## src/rtl/ihp_pkg.sv

```systemverilog
`default_nettype none

package ihp_pkg;

    // default number of pool slots
    localparam int POOL_DEPTH_DEF = 16;

    // field widths
    localparam int CMD_W    = 2;
    localparam int HANDLE_W = 64;
    localparam int DIM_W    = 16;
    localparam int FMT_W    = 31;
    localparam int LAYOUT_W = 31;
    localparam int USAGE_W  = 32;
    localparam int CAP_W    = 5;
    localparam int COUNT_W  = 5;

    // capacity after reset
    localparam logic [CAP_W-1:0] CAP_RESET = CAP_W'(16);

    // pool commands
    typedef enum logic [CMD_W-1:0] {
        CMD_ACQUIRE = 2'd0,
        CMD_RELEASE = 2'd1,
        CMD_ADD     = 2'd2,
        CMD_DRAIN   = 2'd3
    } cmd_t;

    // controller states
    typedef enum logic [1:0] {
        ST_IDLE,
        ST_SCAN,
        ST_FINISH
    } state_t;

    // one slot of the handle store
    typedef struct packed {
        logic [HANDLE_W-1:0] handle;
        logic [DIM_W-1:0]    img_width;
        logic [DIM_W-1:0]    img_height;
        logic [FMT_W-1:0]    pixel_format;
        logic [LAYOUT_W-1:0] layout;
        logic [USAGE_W-1:0]  usage;
    } entry_t;

    // controller to datapath
    typedef struct packed {
        logic load;
        logic scan;
        logic commit;
    } ctl_cmd_t;

    // datapath to controller
    typedef struct packed {
        logic scan_done;
        logic out_free;
    } dp_status_t;

endpackage

`default_nettype wire

```

## src/rtl/ihp_ram.sv

```systemverilog
`default_nettype none

module ihp_ram #(
    parameter int WIDTH = 8,
    parameter int DEPTH = 16,
    localparam int AW = (DEPTH > 1) ? $clog2(DEPTH) : 1
) (
    input  logic             clk,
    input  logic             we,
    input  logic [AW-1:0]    waddr,
    input  logic [WIDTH-1:0] wdata,
    input  logic             re,
    input  logic [AW-1:0]    raddr,
    output logic [WIDTH-1:0] rdata
);

    logic [WIDTH-1:0] mem_reg [DEPTH];
    logic [WIDTH-1:0] rdata_reg;

    // one write port, one registered read port
    always_ff @(posedge clk)
    begin
        if (we)
        begin
            mem_reg[waddr] <= wdata;
        end
        if (re)
        begin
            rdata_reg <= mem_reg[raddr];
        end
    end

    assign rdata = rdata_reg;

endmodule

`default_nettype wire

```

## src/rtl/ihp_ctrl.sv

```systemverilog
`default_nettype none

module ihp_ctrl (
    input  logic                  clk,
    input  logic                  rst_n,
    input  logic                  in_valid,
    output logic                  in_stall,
    input  ihp_pkg::dp_status_t   sts,
    output ihp_pkg::ctl_cmd_t     ctl
);

    ihp_pkg::state_t state_reg;
    ihp_pkg::state_t state_next;

    // state register
    always_ff @(posedge clk or negedge rst_n)
    begin
        if (!rst_n)
        begin
            state_reg <= ihp_pkg::ST_IDLE;
        end
        else
        begin
            state_reg <= state_next;
        end
    end

    // next state
    always_comb
    begin
        state_next = state_reg;
        unique case (state_reg)
            ihp_pkg::ST_IDLE:
            begin
                if (in_valid)
                begin
                    state_next = ihp_pkg::ST_SCAN;
                end
            end
            ihp_pkg::ST_SCAN:
            begin
                if (sts.scan_done)
                begin
                    state_next = ihp_pkg::ST_FINISH;
                end
            end
            ihp_pkg::ST_FINISH:
            begin
                if (sts.out_free)
                begin
                    state_next = ihp_pkg::ST_IDLE;
                end
            end
            default:
            begin
                state_next = ihp_pkg::ST_IDLE;
            end
        endcase
    end

    // datapath commands and input stall
    always_comb
    begin
        ctl      = '0;
        in_stall = 1'b1;
        unique case (state_reg)
            ihp_pkg::ST_IDLE:
            begin
                in_stall = 1'b0;
                ctl.load = in_valid;
            end
            ihp_pkg::ST_SCAN:
            begin
                ctl.scan = 1'b1;
            end
            ihp_pkg::ST_FINISH:
            begin
                ctl.commit = sts.out_free;
            end
            default:
            begin
                in_stall = 1'b1;
            end
        endcase
    end

endmodule

`default_nettype wire

```

## src/rtl/ihp_datapath.sv

```systemverilog
`default_nettype none

module ihp_datapath #(
    parameter int POOL_DEPTH = ihp_pkg::POOL_DEPTH_DEF
) (
    input  logic                          clk,
    input  logic                          rst_n,
    input  ihp_pkg::ctl_cmd_t             ctl,
    output ihp_pkg::dp_status_t           sts,
    input  logic [ihp_pkg::CMD_W-1:0]     cmd,
    input  logic [ihp_pkg::HANDLE_W-1:0]  handle,
    input  logic [ihp_pkg::DIM_W-1:0]     img_width,
    input  logic [ihp_pkg::DIM_W-1:0]     img_height,
    input  logic [ihp_pkg::FMT_W-1:0]     pixel_format,
    input  logic [ihp_pkg::LAYOUT_W-1:0]  layout_in,
    input  logic [ihp_pkg::USAGE_W-1:0]   usage_in,
    input  logic                          capacity_we,
    input  logic [ihp_pkg::CAP_W-1:0]     capacity_wdata,
    output logic                          out_valid,
    input  logic                          out_stall,
    output logic                          ok,
    output logic [ihp_pkg::HANDLE_W-1:0]  got_handle,
    output logic [ihp_pkg::LAYOUT_W-1:0]  layout_out,
    output logic [ihp_pkg::USAGE_W-1:0]   usage_out,
    output logic                          destroy_valid,
    output logic [ihp_pkg::HANDLE_W-1:0]  destroy_handle,
    output logic [ihp_pkg::COUNT_W-1:0]   used_count,
    output logic [ihp_pkg::COUNT_W-1:0]   idle_count,
    output logic                          last
);

    localparam int IW = (POOL_DEPTH > 1) ? $clog2(POOL_DEPTH) : 1;
    localparam int CW = $clog2(POOL_DEPTH + 1);
    localparam int MW = (CW > ihp_pkg::CAP_W) ? CW : ihp_pkg::CAP_W;
    localparam int OW = ihp_pkg::COUNT_W;
    localparam int EW = $bits(ihp_pkg::entry_t);
    localparam logic [IW-1:0] LAST_IDX = IW'(POOL_DEPTH - 1);
    localparam logic [MW-1:0] DEPTH_M  = MW'(POOL_DEPTH);

    // slot flags and counters
    logic [POOL_DEPTH-1:0] occ_reg,  occ_next;
    logic [POOL_DEPTH-1:0] busy_reg, busy_next;
    logic [POOL_DEPTH-1:0] nz_reg,   nz_next;
    logic [CW-1:0]         used_reg, used_next;
    logic [CW-1:0]         idle_reg, idle_next;
    logic [ihp_pkg::CAP_W-1:0] capacity_reg;

    // captured item
    ihp_pkg::cmd_t                 cmd_reg;
    logic [ihp_pkg::HANDLE_W-1:0]  handle_reg;
    logic [ihp_pkg::DIM_W-1:0]     width_reg;
    logic [ihp_pkg::DIM_W-1:0]     height_reg;
    logic [ihp_pkg::FMT_W-1:0]     format_reg;
    logic [ihp_pkg::LAYOUT_W-1:0]  layout_reg;
    logic [ihp_pkg::USAGE_W-1:0]   usage_reg;

    // sweep pipeline
    logic [IW-1:0] ptr_reg;
    logic          issue_reg;
    logic [IW-1:0] chk_idx_reg;
    logic          chk_valid_reg;

    // sweep findings
    logic                          hit_found_reg;
    logic [IW-1:0]                 hit_idx_reg;
    ihp_pkg::entry_t               hit_entry_reg;
    logic                          free_found_reg;
    logic [IW-1:0]                 free_idx_reg;
    logic                          idle_found_reg;
    logic [IW-1:0]                 idle_idx_reg;
    logic [ihp_pkg::HANDLE_W-1:0]  idle_handle_reg;
    logic                          drain_any_reg;

    // result register
    logic                          out_valid_reg, out_valid_next;
    logic                          ok_reg;
    logic [ihp_pkg::HANDLE_W-1:0]  got_handle_reg;
    logic [ihp_pkg::LAYOUT_W-1:0]  layout_out_reg;
    logic [ihp_pkg::USAGE_W-1:0]   usage_out_reg;
    logic                          destroy_valid_reg;
    logic [ihp_pkg::HANDLE_W-1:0]  destroy_handle_reg;
    logic [OW-1:0]                 used_count_reg;
    logic [OW-1:0]                 idle_count_reg;
    logic                          last_reg;

    // ram signals
    logic              ram_we;
    logic [IW-1:0]     ram_waddr;
    ihp_pkg::entry_t   ram_wentry;
    logic [EW-1:0]     ram_rword;
    logic              ram_re;
    ihp_pkg::entry_t   rd_entry;

    // combinational sweep terms
    logic is_acq;
    logic is_drain;
    logic out_free;
    logic cur_occ;
    logic cur_busy;
    logic cur_nz;
    logic acq_match;
    logic h_match;
    logic hit_now;
    logic held;
    logic later_held;
    logic hold;
    logic step;
    logic drain_emit;

    // commit terms
    logic [MW-1:0]  cap_ext;
    logic [MW-1:0]  used_ext;
    logic [MW-1:0]  cap_sat;
    logic           pool_full;
    ihp_pkg::entry_t new_entry;

    // result being loaded
    logic                          out_load;
    logic                          r_ok;
    logic [ihp_pkg::HANDLE_W-1:0]  r_got;
    logic [ihp_pkg::LAYOUT_W-1:0]  r_layout;
    logic [ihp_pkg::USAGE_W-1:0]   r_usage;
    logic                          r_dv;
    logic [ihp_pkg::HANDLE_W-1:0]  r_dh;
    logic [OW-1:0]                 r_used;
    logic [OW-1:0]                 r_idle;
    logic                          r_last;

    // slot payload store
    ihp_ram #(
        .WIDTH (EW),
        .DEPTH (POOL_DEPTH)
    ) u_store (
        .clk   (clk),
        .we    (ram_we),
        .waddr (ram_waddr),
        .wdata (ram_wentry),
        .re    (ram_re),
        .raddr (ptr_reg),
        .rdata (ram_rword)
    );

    assign rd_entry = ihp_pkg::entry_t'(ram_rword);

    // sweep decode of the slot under check
    assign is_acq   = (cmd_reg == ihp_pkg::CMD_ACQUIRE);
    assign is_drain = (cmd_reg == ihp_pkg::CMD_DRAIN);
    assign out_free = !out_valid_reg || !out_stall;
    assign cur_occ  = occ_reg[chk_idx_reg];
    assign cur_busy = busy_reg[chk_idx_reg];
    assign cur_nz   = nz_reg[chk_idx_reg];

    assign acq_match = cur_occ && !cur_busy && cur_nz
                       && (rd_entry.img_width == width_reg)
                       && (rd_entry.img_height == height_reg)
                       && (rd_entry.pixel_format == format_reg);
    assign h_match   = cur_occ && (rd_entry.handle == handle_reg);
    assign hit_now   = is_acq ? acq_match : h_match;
    assign held      = cur_occ && cur_nz;

    // any held handle beyond the slot under check
    always_comb
    begin
        later_held = 1'b0;
        for (int j = 0; j < POOL_DEPTH; j++)
        begin
            if (occ_reg[j] && nz_reg[j] && (IW'(j) > chk_idx_reg))
            begin
                later_held = 1'b1;
            end
        end
    end

    // a drain pauses at a held slot while a finished item waits downstream
    assign hold       = ctl.scan && chk_valid_reg && is_drain && held && !out_free;
    assign step       = ctl.scan && chk_valid_reg && !hold;
    assign drain_emit = step && is_drain && held;
    assign ram_re     = ctl.scan && issue_reg && !hold;

    assign sts.scan_done = step && (chk_idx_reg == LAST_IDX);
    assign sts.out_free  = out_free;

    // capacity saturates at the pool depth
    assign cap_ext   = MW'(capacity_reg);
    assign used_ext  = MW'(used_reg);
    assign cap_sat   = (cap_ext > DEPTH_M) ? DEPTH_M : cap_ext;
    assign pool_full = (used_ext >= cap_sat);

    always_comb
    begin
        new_entry = '{
            handle:       handle_reg,
            img_width:    width_reg,
            img_height:   height_reg,
            pixel_format: format_reg,
            layout:       layout_reg,
            usage:        usage_reg
        };
    end

    // commit of the command and result selection
    always_comb
    begin
        occ_next   = occ_reg;
        busy_next  = busy_reg;
        nz_next    = nz_reg;
        used_next  = used_reg;
        idle_next  = idle_reg;
        ram_we     = 1'b0;
        ram_waddr  = hit_idx_reg;
        ram_wentry = new_entry;
        out_load   = 1'b0;
        r_ok       = 1'b0;
        r_got      = '0;
        r_layout   = '0;
        r_usage    = '0;
        r_dv       = 1'b0;
        r_dh       = '0;
        r_last     = 1'b1;

        if (drain_emit)
        begin
            out_load = 1'b1;
            r_dv     = 1'b1;
            r_dh     = rd_entry.handle;
            r_last   = !later_held;
        end
        else if (ctl.commit)
        begin
            unique case (cmd_reg)
                ihp_pkg::CMD_ACQUIRE:
                begin
                    out_load = 1'b1;
                    if (hit_found_reg)
                    begin
                        busy_next[hit_idx_reg] = 1'b1;
                        idle_next = idle_reg - CW'(1);
                        r_ok      = 1'b1;
                        r_got     = hit_entry_reg.handle;
                        r_layout  = hit_entry_reg.layout;
                        r_usage   = hit_entry_reg.usage;
                    end
                end
                ihp_pkg::CMD_RELEASE:
                begin
                    out_load = 1'b1;
                    if (hit_found_reg)
                    begin
                        busy_next[hit_idx_reg] = 1'b0;
                        if (busy_reg[hit_idx_reg] && nz_reg[hit_idx_reg])
                        begin
                            idle_next = idle_reg + CW'(1);
                        end
                    end
                    else if (handle_reg != '0)
                    begin
                        r_dv = 1'b1;
                        r_dh = handle_reg;
                    end
                end
                ihp_pkg::CMD_ADD:
                begin
                    out_load = 1'b1;
                    if (hit_found_reg)
                    begin
                        // refresh layout and usage, keep the rest
                        ram_we            = 1'b1;
                        ram_waddr         = hit_idx_reg;
                        ram_wentry        = hit_entry_reg;
                        ram_wentry.layout = layout_reg;
                        ram_wentry.usage  = usage_reg;
                        busy_next[hit_idx_reg] = 1'b1;
                        if (!busy_reg[hit_idx_reg] && nz_reg[hit_idx_reg])
                        begin
                            idle_next = idle_reg - CW'(1);
                        end
                        r_ok = 1'b1;
                    end
                    else if (pool_full && idle_found_reg)
                    begin
                        // evict the first idle slot and reuse it
                        ram_we    = 1'b1;
                        ram_waddr = idle_idx_reg;
                        occ_next[idle_idx_reg]  = 1'b1;
                        busy_next[idle_idx_reg] = 1'b1;
                        nz_next[idle_idx_reg]   = (handle_reg != '0);
                        if (nz_reg[idle_idx_reg])
                        begin
                            idle_next = idle_reg - CW'(1);
                            r_dv      = 1'b1;
                            r_dh      = idle_handle_reg;
                        end
                        r_ok = 1'b1;
                    end
                    else if (!pool_full && free_found_reg)
                    begin
                        ram_we    = 1'b1;
                        ram_waddr = free_idx_reg;
                        occ_next[free_idx_reg]  = 1'b1;
                        busy_next[free_idx_reg] = 1'b1;
                        nz_next[free_idx_reg]   = (handle_reg != '0);
                        used_next = used_reg + CW'(1);
                        r_ok      = 1'b1;
                    end
                end
                ihp_pkg::CMD_DRAIN:
                begin
                    occ_next  = '0;
                    busy_next = '0;
                    used_next = '0;
                    idle_next = '0;
                    out_load  = !drain_any_reg;
                end
                default:
                begin
                    out_load = 1'b0;
                end
            endcase
        end

        // drain items report zero counts
        if (drain_emit)
        begin
            r_used = '0;
            r_idle = '0;
        end
        else
        begin
            r_used = OW'(used_next);
            r_idle = OW'(idle_next);
        end
    end

    // result valid
    always_comb
    begin
        if (out_load)
        begin
            out_valid_next = 1'b1;
        end
        else if (!out_stall)
        begin
            out_valid_next = 1'b0;
        end
        else
        begin
            out_valid_next = out_valid_reg;
        end
    end

    // control state
    always_ff @(posedge clk or negedge rst_n)
    begin
        if (!rst_n)
        begin
            occ_reg        <= '0;
            busy_reg       <= '0;
            nz_reg         <= '0;
            used_reg       <= '0;
            idle_reg       <= '0;
            capacity_reg   <= ihp_pkg::CAP_RESET;
            ptr_reg        <= '0;
            issue_reg      <= 1'b0;
            chk_valid_reg  <= 1'b0;
            hit_found_reg  <= 1'b0;
            free_found_reg <= 1'b0;
            idle_found_reg <= 1'b0;
            drain_any_reg  <= 1'b0;
            out_valid_reg  <= 1'b0;
        end
        else
        begin
            occ_reg       <= occ_next;
            busy_reg      <= busy_next;
            nz_reg        <= nz_next;
            used_reg      <= used_next;
            idle_reg      <= idle_next;
            out_valid_reg <= out_valid_next;
            if (capacity_we)
            begin
                capacity_reg <= capacity_wdata;
            end
            if (ctl.load)
            begin
                ptr_reg        <= '0;
                issue_reg      <= 1'b1;
                chk_valid_reg  <= 1'b0;
                hit_found_reg  <= 1'b0;
                free_found_reg <= 1'b0;
                idle_found_reg <= 1'b0;
                drain_any_reg  <= 1'b0;
            end
            else if (ctl.scan && !hold)
            begin
                // sweep address and check stage
                chk_valid_reg <= issue_reg;
                if (issue_reg)
                begin
                    if (ptr_reg == LAST_IDX)
                    begin
                        issue_reg <= 1'b0;
                    end
                    else
                    begin
                        ptr_reg <= ptr_reg + IW'(1);
                    end
                end
                // first hits in slot order
                if (step)
                begin
                    if (hit_now)
                    begin
                        hit_found_reg <= 1'b1;
                    end
                    if (!cur_occ)
                    begin
                        free_found_reg <= 1'b1;
                    end
                    if (cur_occ && !cur_busy)
                    begin
                        idle_found_reg <= 1'b1;
                    end
                    if (drain_emit)
                    begin
                        drain_any_reg <= 1'b1;
                    end
                end
            end
        end
    end

    // captured item, sweep indexes and result payload
    always_ff @(posedge clk)
    begin
        if (ctl.load)
        begin
            cmd_reg    <= ihp_pkg::cmd_t'(cmd);
            handle_reg <= handle;
            width_reg  <= img_width;
            height_reg <= img_height;
            format_reg <= pixel_format;
            layout_reg <= layout_in;
            usage_reg  <= usage_in;
        end
        if (ctl.scan && !hold && issue_reg)
        begin
            chk_idx_reg <= ptr_reg;
        end
        if (step)
        begin
            if (hit_now && !hit_found_reg)
            begin
                hit_idx_reg   <= chk_idx_reg;
                hit_entry_reg <= rd_entry;
            end
            if (!cur_occ && !free_found_reg)
            begin
                free_idx_reg <= chk_idx_reg;
            end
            if (cur_occ && !cur_busy && !idle_found_reg)
            begin
                idle_idx_reg    <= chk_idx_reg;
                idle_handle_reg <= rd_entry.handle;
            end
        end
        if (out_load)
        begin
            ok_reg             <= r_ok;
            got_handle_reg     <= r_got;
            layout_out_reg     <= r_layout;
            usage_out_reg      <= r_usage;
            destroy_valid_reg  <= r_dv;
            destroy_handle_reg <= r_dh;
            used_count_reg     <= r_used;
            idle_count_reg     <= r_idle;
            last_reg           <= r_last;
        end
    end

    assign out_valid      = out_valid_reg;
    assign ok             = ok_reg;
    assign got_handle     = got_handle_reg;
    assign layout_out     = layout_out_reg;
    assign usage_out      = usage_out_reg;
    assign destroy_valid  = destroy_valid_reg;
    assign destroy_handle = destroy_handle_reg;
    assign used_count     = used_count_reg;
    assign idle_count     = idle_count_reg;
    assign last           = last_reg;

endmodule

`default_nettype wire

```

## src/rtl/image_handle_pool_core.sv

```systemverilog
// channel   direction  handshake                 payload
// input     in         in_valid / in_stall       cmd, handle, img_width, img_height,
//                                                pixel_format, layout_in, usage_in
// result    out        out_valid / out_stall     ok, got_handle, layout_out, usage_out,
//                                                destroy_valid, destroy_handle,
//                                                used_count, idle_count, last
// config    in         capacity_we               capacity_wdata
//
// every item is taken in ST_IDLE, swept through the slot store's single registered
// read port in ST_SCAN, and committed in ST_FINISH.
// a drain sends one result per held handle during the sweep and pauses the
// sweep while a finished result is stalled; the commit also waits for room.
// reset clears slot flags and counts and sets capacity to 16; the slot store keeps its data.
`default_nettype none

module image_handle_pool_core #(
    parameter int POOL_DEPTH = ihp_pkg::POOL_DEPTH_DEF
) (
    input  logic                          clk,
    input  logic                          rst_n,
    input  logic                          in_valid,
    output logic                          in_stall,
    input  logic [ihp_pkg::CMD_W-1:0]     cmd,
    input  logic [ihp_pkg::HANDLE_W-1:0]  handle,
    input  logic [ihp_pkg::DIM_W-1:0]     img_width,
    input  logic [ihp_pkg::DIM_W-1:0]     img_height,
    input  logic [ihp_pkg::FMT_W-1:0]     pixel_format,
    input  logic [ihp_pkg::LAYOUT_W-1:0]  layout_in,
    input  logic [ihp_pkg::USAGE_W-1:0]   usage_in,
    input  logic                          capacity_we,
    input  logic [ihp_pkg::CAP_W-1:0]     capacity_wdata,
    output logic                          out_valid,
    input  logic                          out_stall,
    output logic                          ok,
    output logic [ihp_pkg::HANDLE_W-1:0]  got_handle,
    output logic [ihp_pkg::LAYOUT_W-1:0]  layout_out,
    output logic [ihp_pkg::USAGE_W-1:0]   usage_out,
    output logic                          destroy_valid,
    output logic [ihp_pkg::HANDLE_W-1:0]  destroy_handle,
    output logic [ihp_pkg::COUNT_W-1:0]   used_count,
    output logic [ihp_pkg::COUNT_W-1:0]   idle_count,
    output logic                          last
);

    ihp_pkg::ctl_cmd_t   ctl;
    ihp_pkg::dp_status_t sts;

    // command sequencing
    ihp_ctrl u_ctrl (
        .clk      (clk),
        .rst_n    (rst_n),
        .in_valid (in_valid),
        .in_stall (in_stall),
        .sts      (sts),
        .ctl      (ctl)
    );

    // slot flags, store sweep and result register
    ihp_datapath #(
        .POOL_DEPTH (POOL_DEPTH)
    ) u_datapath (
        .clk            (clk),
        .rst_n          (rst_n),
        .ctl            (ctl),
        .sts            (sts),
        .cmd            (cmd),
        .handle         (handle),
        .img_width      (img_width),
        .img_height     (img_height),
        .pixel_format   (pixel_format),
        .layout_in      (layout_in),
        .usage_in       (usage_in),
        .capacity_we    (capacity_we),
        .capacity_wdata (capacity_wdata),
        .out_valid      (out_valid),
        .out_stall      (out_stall),
        .ok             (ok),
        .got_handle     (got_handle),
        .layout_out     (layout_out),
        .usage_out      (usage_out),
        .destroy_valid  (destroy_valid),
        .destroy_handle (destroy_handle),
        .used_count     (used_count),
        .idle_count     (idle_count),
        .last           (last)
    );

endmodule

`default_nettype wire

```

## config.mk

```make
export PLATFORM = sky130hd
export DESIGN_NAME = image_handle_pool_core
export DESIGN_NICKNAME = d
export VERILOG_FILES = /design/src/rtl/ihp_pkg.sv /design/src/rtl/ihp_ram.sv /design/src/rtl/ihp_ctrl.sv /design/src/rtl/ihp_datapath.sv /design/src/rtl/image_handle_pool_core.sv
export SDC_FILE = /design/constraint.sdc
export NUM_CORES = 2
export LEC_CHECK = 0
export ABC_AREA = 0
export BUFFER_PORTS_ARGS = -buffer_cell sky130_fd_sc_hd__buf_2
export CORE_ASPECT_RATIO = 0.6
export CORE_MARGIN = 2
export CORE_UTILIZATION = 44
export CTS_BUF_LIST = sky130_fd_sc_hd__clkbuf_4 sky130_fd_sc_hd__clkbuf_8
export DETAILED_ROUTE_END_ITERATION = 16
export PLACE_DENSITY = 0.72
export SLEW_MARGIN = 10
export SYNTH_ARGS = -nofsm -noshare
export SYNTH_HDL_FRONTEND = slang
export SYNTH_SLANG_ARGS = --single-unit
export TNS_END_PERCENT = 5
```

## constraint.sdc

```tcl
create_clock -name clk -period 33.6 [get_ports clk]
set_clock_uncertainty 0.05 [all_clocks]
set_input_delay 5.04 -clock clk [delete_from_list [all_inputs] [get_ports clk]]
set_output_delay 5.04 -clock clk [all_outputs]
set_load 0.05 [all_outputs]
```

After elaboration in Yosys (flattened, before gate mapping) --
Memories as Yosys holds them, arrays and structs flattened. A register that Yosys moved wholly into a read port is not among the register bits. Cells that the tools add are included.
Operators by class: add/sub/neg operators 4, $mul 0, div/mod/pow operators 0, magnitude comparators 25, equality and inequality tests 22, shifts and indexed selects 0, mux-type cells 140, bitwise logic cells 11, reduce and logical (&&, ||, !) cells 101
Operators by type and width (number):
- $mux W190 | 4
- $mux W64 | 7
- $mux W16 | 10
- $pmux W64 S2 | 1
- $or A16 B16 Y16 | 5
- $mux W5 | 15
- $mux W1 | 71
- $eq A64 B64 Y1 | 1
- $pmux W16 S4 | 1
- $reduce_bool A64 Y1 | 1
- $logic_and A1 B1 Y1 | 61
- $mux W4 | 10
- $bwmux W16 | 2
- $eq A16 B16 Y1 | 2
- $gt A4 B4 Y1 const A | 8
- $pmux W16 S2 | 1
- $eq A31 B31 Y1 | 1
- $bmux W1 S4 | 6
- $lt A4 B5 Y1 const B | 4
- $pmux W5 S4 | 1
- $reduce_and A3 Y1 | 6
- $and A16 B16 Y16 | 1
- $gt A3 B4 Y1 const A | 4
- $not A16 Y16 | 1
- 30 further kinds | 79
Word-level totals: bits in registers 742, bits in latches 0, RAM bits 3040, bits in read-only memories 0, input bits 202, output and inout port bits 206, word-level logic and storage cells 346, memories kept 1
Memory list:
- u_datapath.u_store.mem_reg | depth 16, bits a word 190, rd ports 1, clocked after Yosys merged registers in 1, wr ports 1, RTL line ihp_ram.sv:17 | logic [WIDTH-1:0] mem_reg [DEPTH];

Longest topological paths before layout --
depth after elaboration 19, mapped depth 12, mapped depth without buffers 10

By module --
Synthesis repeated with hierarchy kept, for this count alone.
Second synthesis, totals: cell total of the unflattened synthesis 7059, area, all modules 151043.6 um2
By module, submodules not included:
- ihp_ram | times used 1, cells an instance 4969, area an instance 119793.6 um2, seq. area each 96993.0 um2
- ihp_datapath | times used 1, cells an instance 2077, area an instance 31131.1 um2, seq. area each 21852.2 um2
- ihp_ctrl | times used 1, cells an instance 13, area an instance 118.9 um2, seq. area each 50.0 um2

Least setup slack after synthesis --
Ideal clock, no wire load.
path type input to register, start input port out_stall, end memory u_datapath.u_store.mem_reg[10][0] (netlist bit), enable pin, setup time 1.213 ns, arrival time 24.234 ns, data required time 32.337 ns, path slack 8.103 ns, stages 7, path buffers 1, cell sequence and2_1 nor2_1 clkbuf_1 nand2_1 a21oi_1 o2bb2ai_1 nor4_1
Between the ends: longest elaborated chain between the ends 11, elaborated cells between the ends (all ways) 15, classes of those cells mux: 7; reduce/logical: 8
RTL lines:
- start: declaration | RTL line image_handle_pool_core.sv:33 | input logic out_stall,
- $logic_not A1 Y1 (*) | RTL line ihp_datapath.sv:148 | assign out_free = !out_valid_reg || !out_stall;
- $logic_or A1 B1 Y1 (*) | RTL line ihp_datapath.sv:148
- $logic_not A1 Y1 | RTL line ihp_datapath.sv:175 | assign hold = ctl.scan && chk_valid_reg && is_drain && held && !out_free;
- $logic_and A1 B1 Y1 | RTL line ihp_datapath.sv:175
- $logic_not A1 Y1 | RTL line ihp_datapath.sv:176 | assign step = ctl.scan && chk_valid_reg && !hold;
- $logic_and A1 B1 Y1 | RTL line ihp_datapath.sv:176
- $logic_and A1 B1 Y1 (2 in series) | RTL line ihp_datapath.sv:177 | assign drain_emit = step && is_drain && held;
- $mux W1 | RTL line ihp_datapath.sv:221 | if (drain_emit)
- $mux W1 | RTL line ihp_ram.sv:23 | if (we)
- $mux W1 (not written as such) | RTL line ihp_ram.sv:25 | mem_reg[waddr] <= wdata;
- end: declaration | RTL line ihp_ram.sv:17
Every way passes the cells marked *; elsewhere a longest branch is shown, timed or not.

Final worst setup path --
start input port out_stall, end memory u_datapath.u_store.mem_reg[13][103] (netlist bit), enable pin
Same word-level chain as after synthesis.

==> results_dict.tcl <==
set metrics [dict create \
    hold_viol 0 \
    timing.rr.start "u_datapath.ptr_reg[0]" \
    ctsHoldBuffers 0 \
    final_cell_mix "edfxtp_1 (3896), mux2i_1 (772), clkbuf_8 (585), buf_2 (406), mux4_2 (400)" \
    peakVddDrop_v 0.0000620 \
    cp_slowest_cell "buf_4" \
    crit_path_max_incr_delay_ns 0.89 \
    grt_max_degree 123 \
    slew_headroom_pct 18.8 \
    grt_pass1_wl_um 586000 \
    largest_register_ffs 3040 \
    num_vias 82230 \
    synth_seq_area_share_pct 78.2 \
    clockBufferDepth 4 \
    synth_area_mm2 0.152 \
    ios 408 \
    crit_fanout 45 \
    synth.area.top_cells "edfxtp_1 (77%), mux4_2 (5.9%), mux2i_1 (5.1%), a221oi_1 (2.2%), a22oi_1 (1.3%)" \
    fmax_ghz 0.106 \
    worst_pin_slew_ns 1.22 \
    antenna_left 0 \
    power_density_mw_per_mm2 74.6 \
    crit_family "buffers and inverters" \
    min_period_ns 9.46 \
    path_class "primary input to flip-flop" \
    first_pass_iters 8 \
    rsz0062_at_grt "no" \
    layout-drive-gt1-share_pct 22.7 \
    die_w_um 763 \
    insertion_delay_ns 1.07 \
    wirelength_um 417000 \
    cts_tree "built" \
    synthCells 7770 \
    holdWs_ns 0.342 \
    wl_per_cell_um 31.0 \
    arrival_ns 10.04 \
    combPwrFrac_pct 22.9 \
    drtIter0Drc 12233 \
    fillers 27171 \
    power_leakage_nw 56.0 \
    avgSynthCellArea_um2 19.6 \
    io_buffers 407 \
    synth-main-ff-cell "edfxtp_1" \
    p_int_w 0.00879 \
    die-area_mm2 0.351 \
    multi_input_area_mm2 0.0316 \
    post_cts_buffers 0 \
    path_common_cell "buf_4" \
    drv_cap 0 \
    synth-seq-cells 3972 \
    drc 0 \
    crit_buf_inv 4 \
    cts_root_buf "clkbuf_8" \
    nets 8691 \
    async_flop_share_pct 1.91 \
    pwr-share-seq_pct 48.0 \
    cts_sinks 3972 \
    setup-violations-final 0 \
    crit_path_end_kind "flip-flop" \
    path_clk_slew_ns 0.07 \
    synth_enable_flop_cells 3896 \
    startpoint_type "primary input" \
    initial_core_util_pct 44.1 \
    synth.distinct_cells 76 \
    row_count 167 \
    crit_required_ns 34.18 \
    avgViaCountPerCell 6.11 \
    track_usage_pct 23.1 \
    gp_congestion 0.913 \
    grt_overflow 0 \
    synth_top_cell_area_share_pct 76.9 \
    drv_slew 0 \
    status "complete, no violations" \
    hp-class "flip-flop to flip-flop" \
    ys_warn_count 0 \
    path_cells "buf_2 > nand2_1 > nand2b_1 > nor2_1 > nand2_1 > a221o_1 > nor3_2 > buf_4 > buf_4 > buf_4" \
    p_clk_share_pct 29.1 \
    seq_area_mm2 0.119 \
    startpoint "out_stall" \
    layout_commonest_cell "edfxtp_1" \
    min_from "u_datapath.u_store.rdata[25]" \
    period_share_pct 28.1 \
    cts_resized 0 \
    synth_top_cell_by_area "edfxtp_1" \
    tns_ns 0 \
    die_y_um 459 \
    synth_fp_nets 7985 \
    area_growth_pct 12.1 \
    p_sw_share_pct 30.9 \
    dp_hpwl_um 238000 \
    grt_pass1_vias 79961 \
    p_sw_w 0.00393 \
    cts_made_buffers 563 \
    htreeDepth 6 \
    coreArea_mm2 0.345 \
    antenna_found_initial 35 \
]
[cell usage after synthesis (9+ instances only)]
| cell type | count |
|---|---|
| xor2_1 | 33 |
| nor2_1 | 75 |
| a2111oi_0 | 9 |
| nor4_1 | 46 |
| nand4_1 | 29 |
| clkbuf_1 | 365 |
| o211ai_1 | 9 |
| ha_1 | 13 |
| a221oi_1 | 381 |
| nand3_1 | 30 |
| nand2b_1 | 15 |
| a31oi_1 | 24 |
| o21ai_0 | 293 |
| nor2b_1 | 15 |
| buf_1 | 42 |
| mux4_2 | 400 |
| a22oi_1 | 258 |
| xnor2_1 | 75 |
| nand2_1 | 335 |
| o22ai_1 | 16 |
| a21oi_1 | 60 |
| dfrtp_1 | 75 |
| buf_2 | 14 |
| edfxtp_1 | 3896 |
| nor3_1 | 32 |
| mux2_2 | 152 |
| and2_1 | 133 |
| mux2i_1 | 772 |
| inv_1 | 44 |
| a21boi_0 | 9 |
[per-layer routing]
layer | track usage [%] | vias up | routed length (µm) | share of wire (%)
met2 | 33.2 | 5527 | 181000 | 43
met4 | 6.03 | 8 | 10800 | 2.6
met1 | 34.5 | 42509 | 173000 | 41
met3 | 6.61 | 715 | 52400 | 13
met5 | 0 | - | 40 | 0.0096
li1 | - | 33471 | - | -
[cell families after synthesis]
family,Yosys count,synth area share (%)
xor+xnor,108,0.622
fa+ha+maj,13,0.107
simple gates,742,2.36
mux,1328,12.2
flops,3972,78.2
compound gates,1137,5.37
buf+inv,470,1.18
[power groups by stage]
stage	registers [W]	logic [W]	clock network, W
floorplan	0.00603	0.00207	0
global placement	0.00618	0.00285	0
detailed placement	0.00619	0.00289	0
CTS	0.00609	0.00290	0.00376
global route	0.00611	0.00309	0.00397
finish	0.00610	0.00291	0.00371
[final cells by class]
type / count / share of cell area [%]
diodes: 5 / 0.00734
clock buffers: 762 / 5.50
clock inverters: 207 / 0.766
inverters: 46 / 0.110
multi-input cells: 3328 / 18.5
flip-flops and latches: 3972 / 69.7
well taps: 4563 / 3.35
repair buffers: 565 / 1.99
[worst paths after layout]
path                                                       end  slack (ns)  cells past startpoint
max                        u_datapath.u_store.mem_reg[13][103]       24.14                     10
min                               u_datapath.hit_entry_reg[25]        0.34                      0
max reg2reg                      u_datapath.u_store.rdata[102]       24.79                     10
min reg2reg                       u_datapath.hit_entry_reg[25]        0.34                      0
max in group asynchronous                u_datapath.ptr_reg[1]       28.50                      1
min in group asynchronous               u_datapath.idle_reg[2]        4.16                      1
[metrics by stage]
step | total power [W] | utilization, % | cell area, µm² | setup WS [ns] | std cells
2_1_floorplan | 0.00810 | - | 152000 | 8.10 | 7770
3_3_place_gp | 0.00903 | 46.4 | 160000 | 23.16 | 12473
3_5_place_dp | 0.00908 | 46.4 | 160000 | 23.16 | 12473
4_1_cts | 0.0127 | 49.5 | 170000 | 24.22 | 13442
5_1_grt | 0.0132 | 49.5 | 170000 | 24.14 | 13444
6_report | 0.0127 | 49.5 | 170000 | 24.14 | 13448
(Power assumes the default switching activity.)
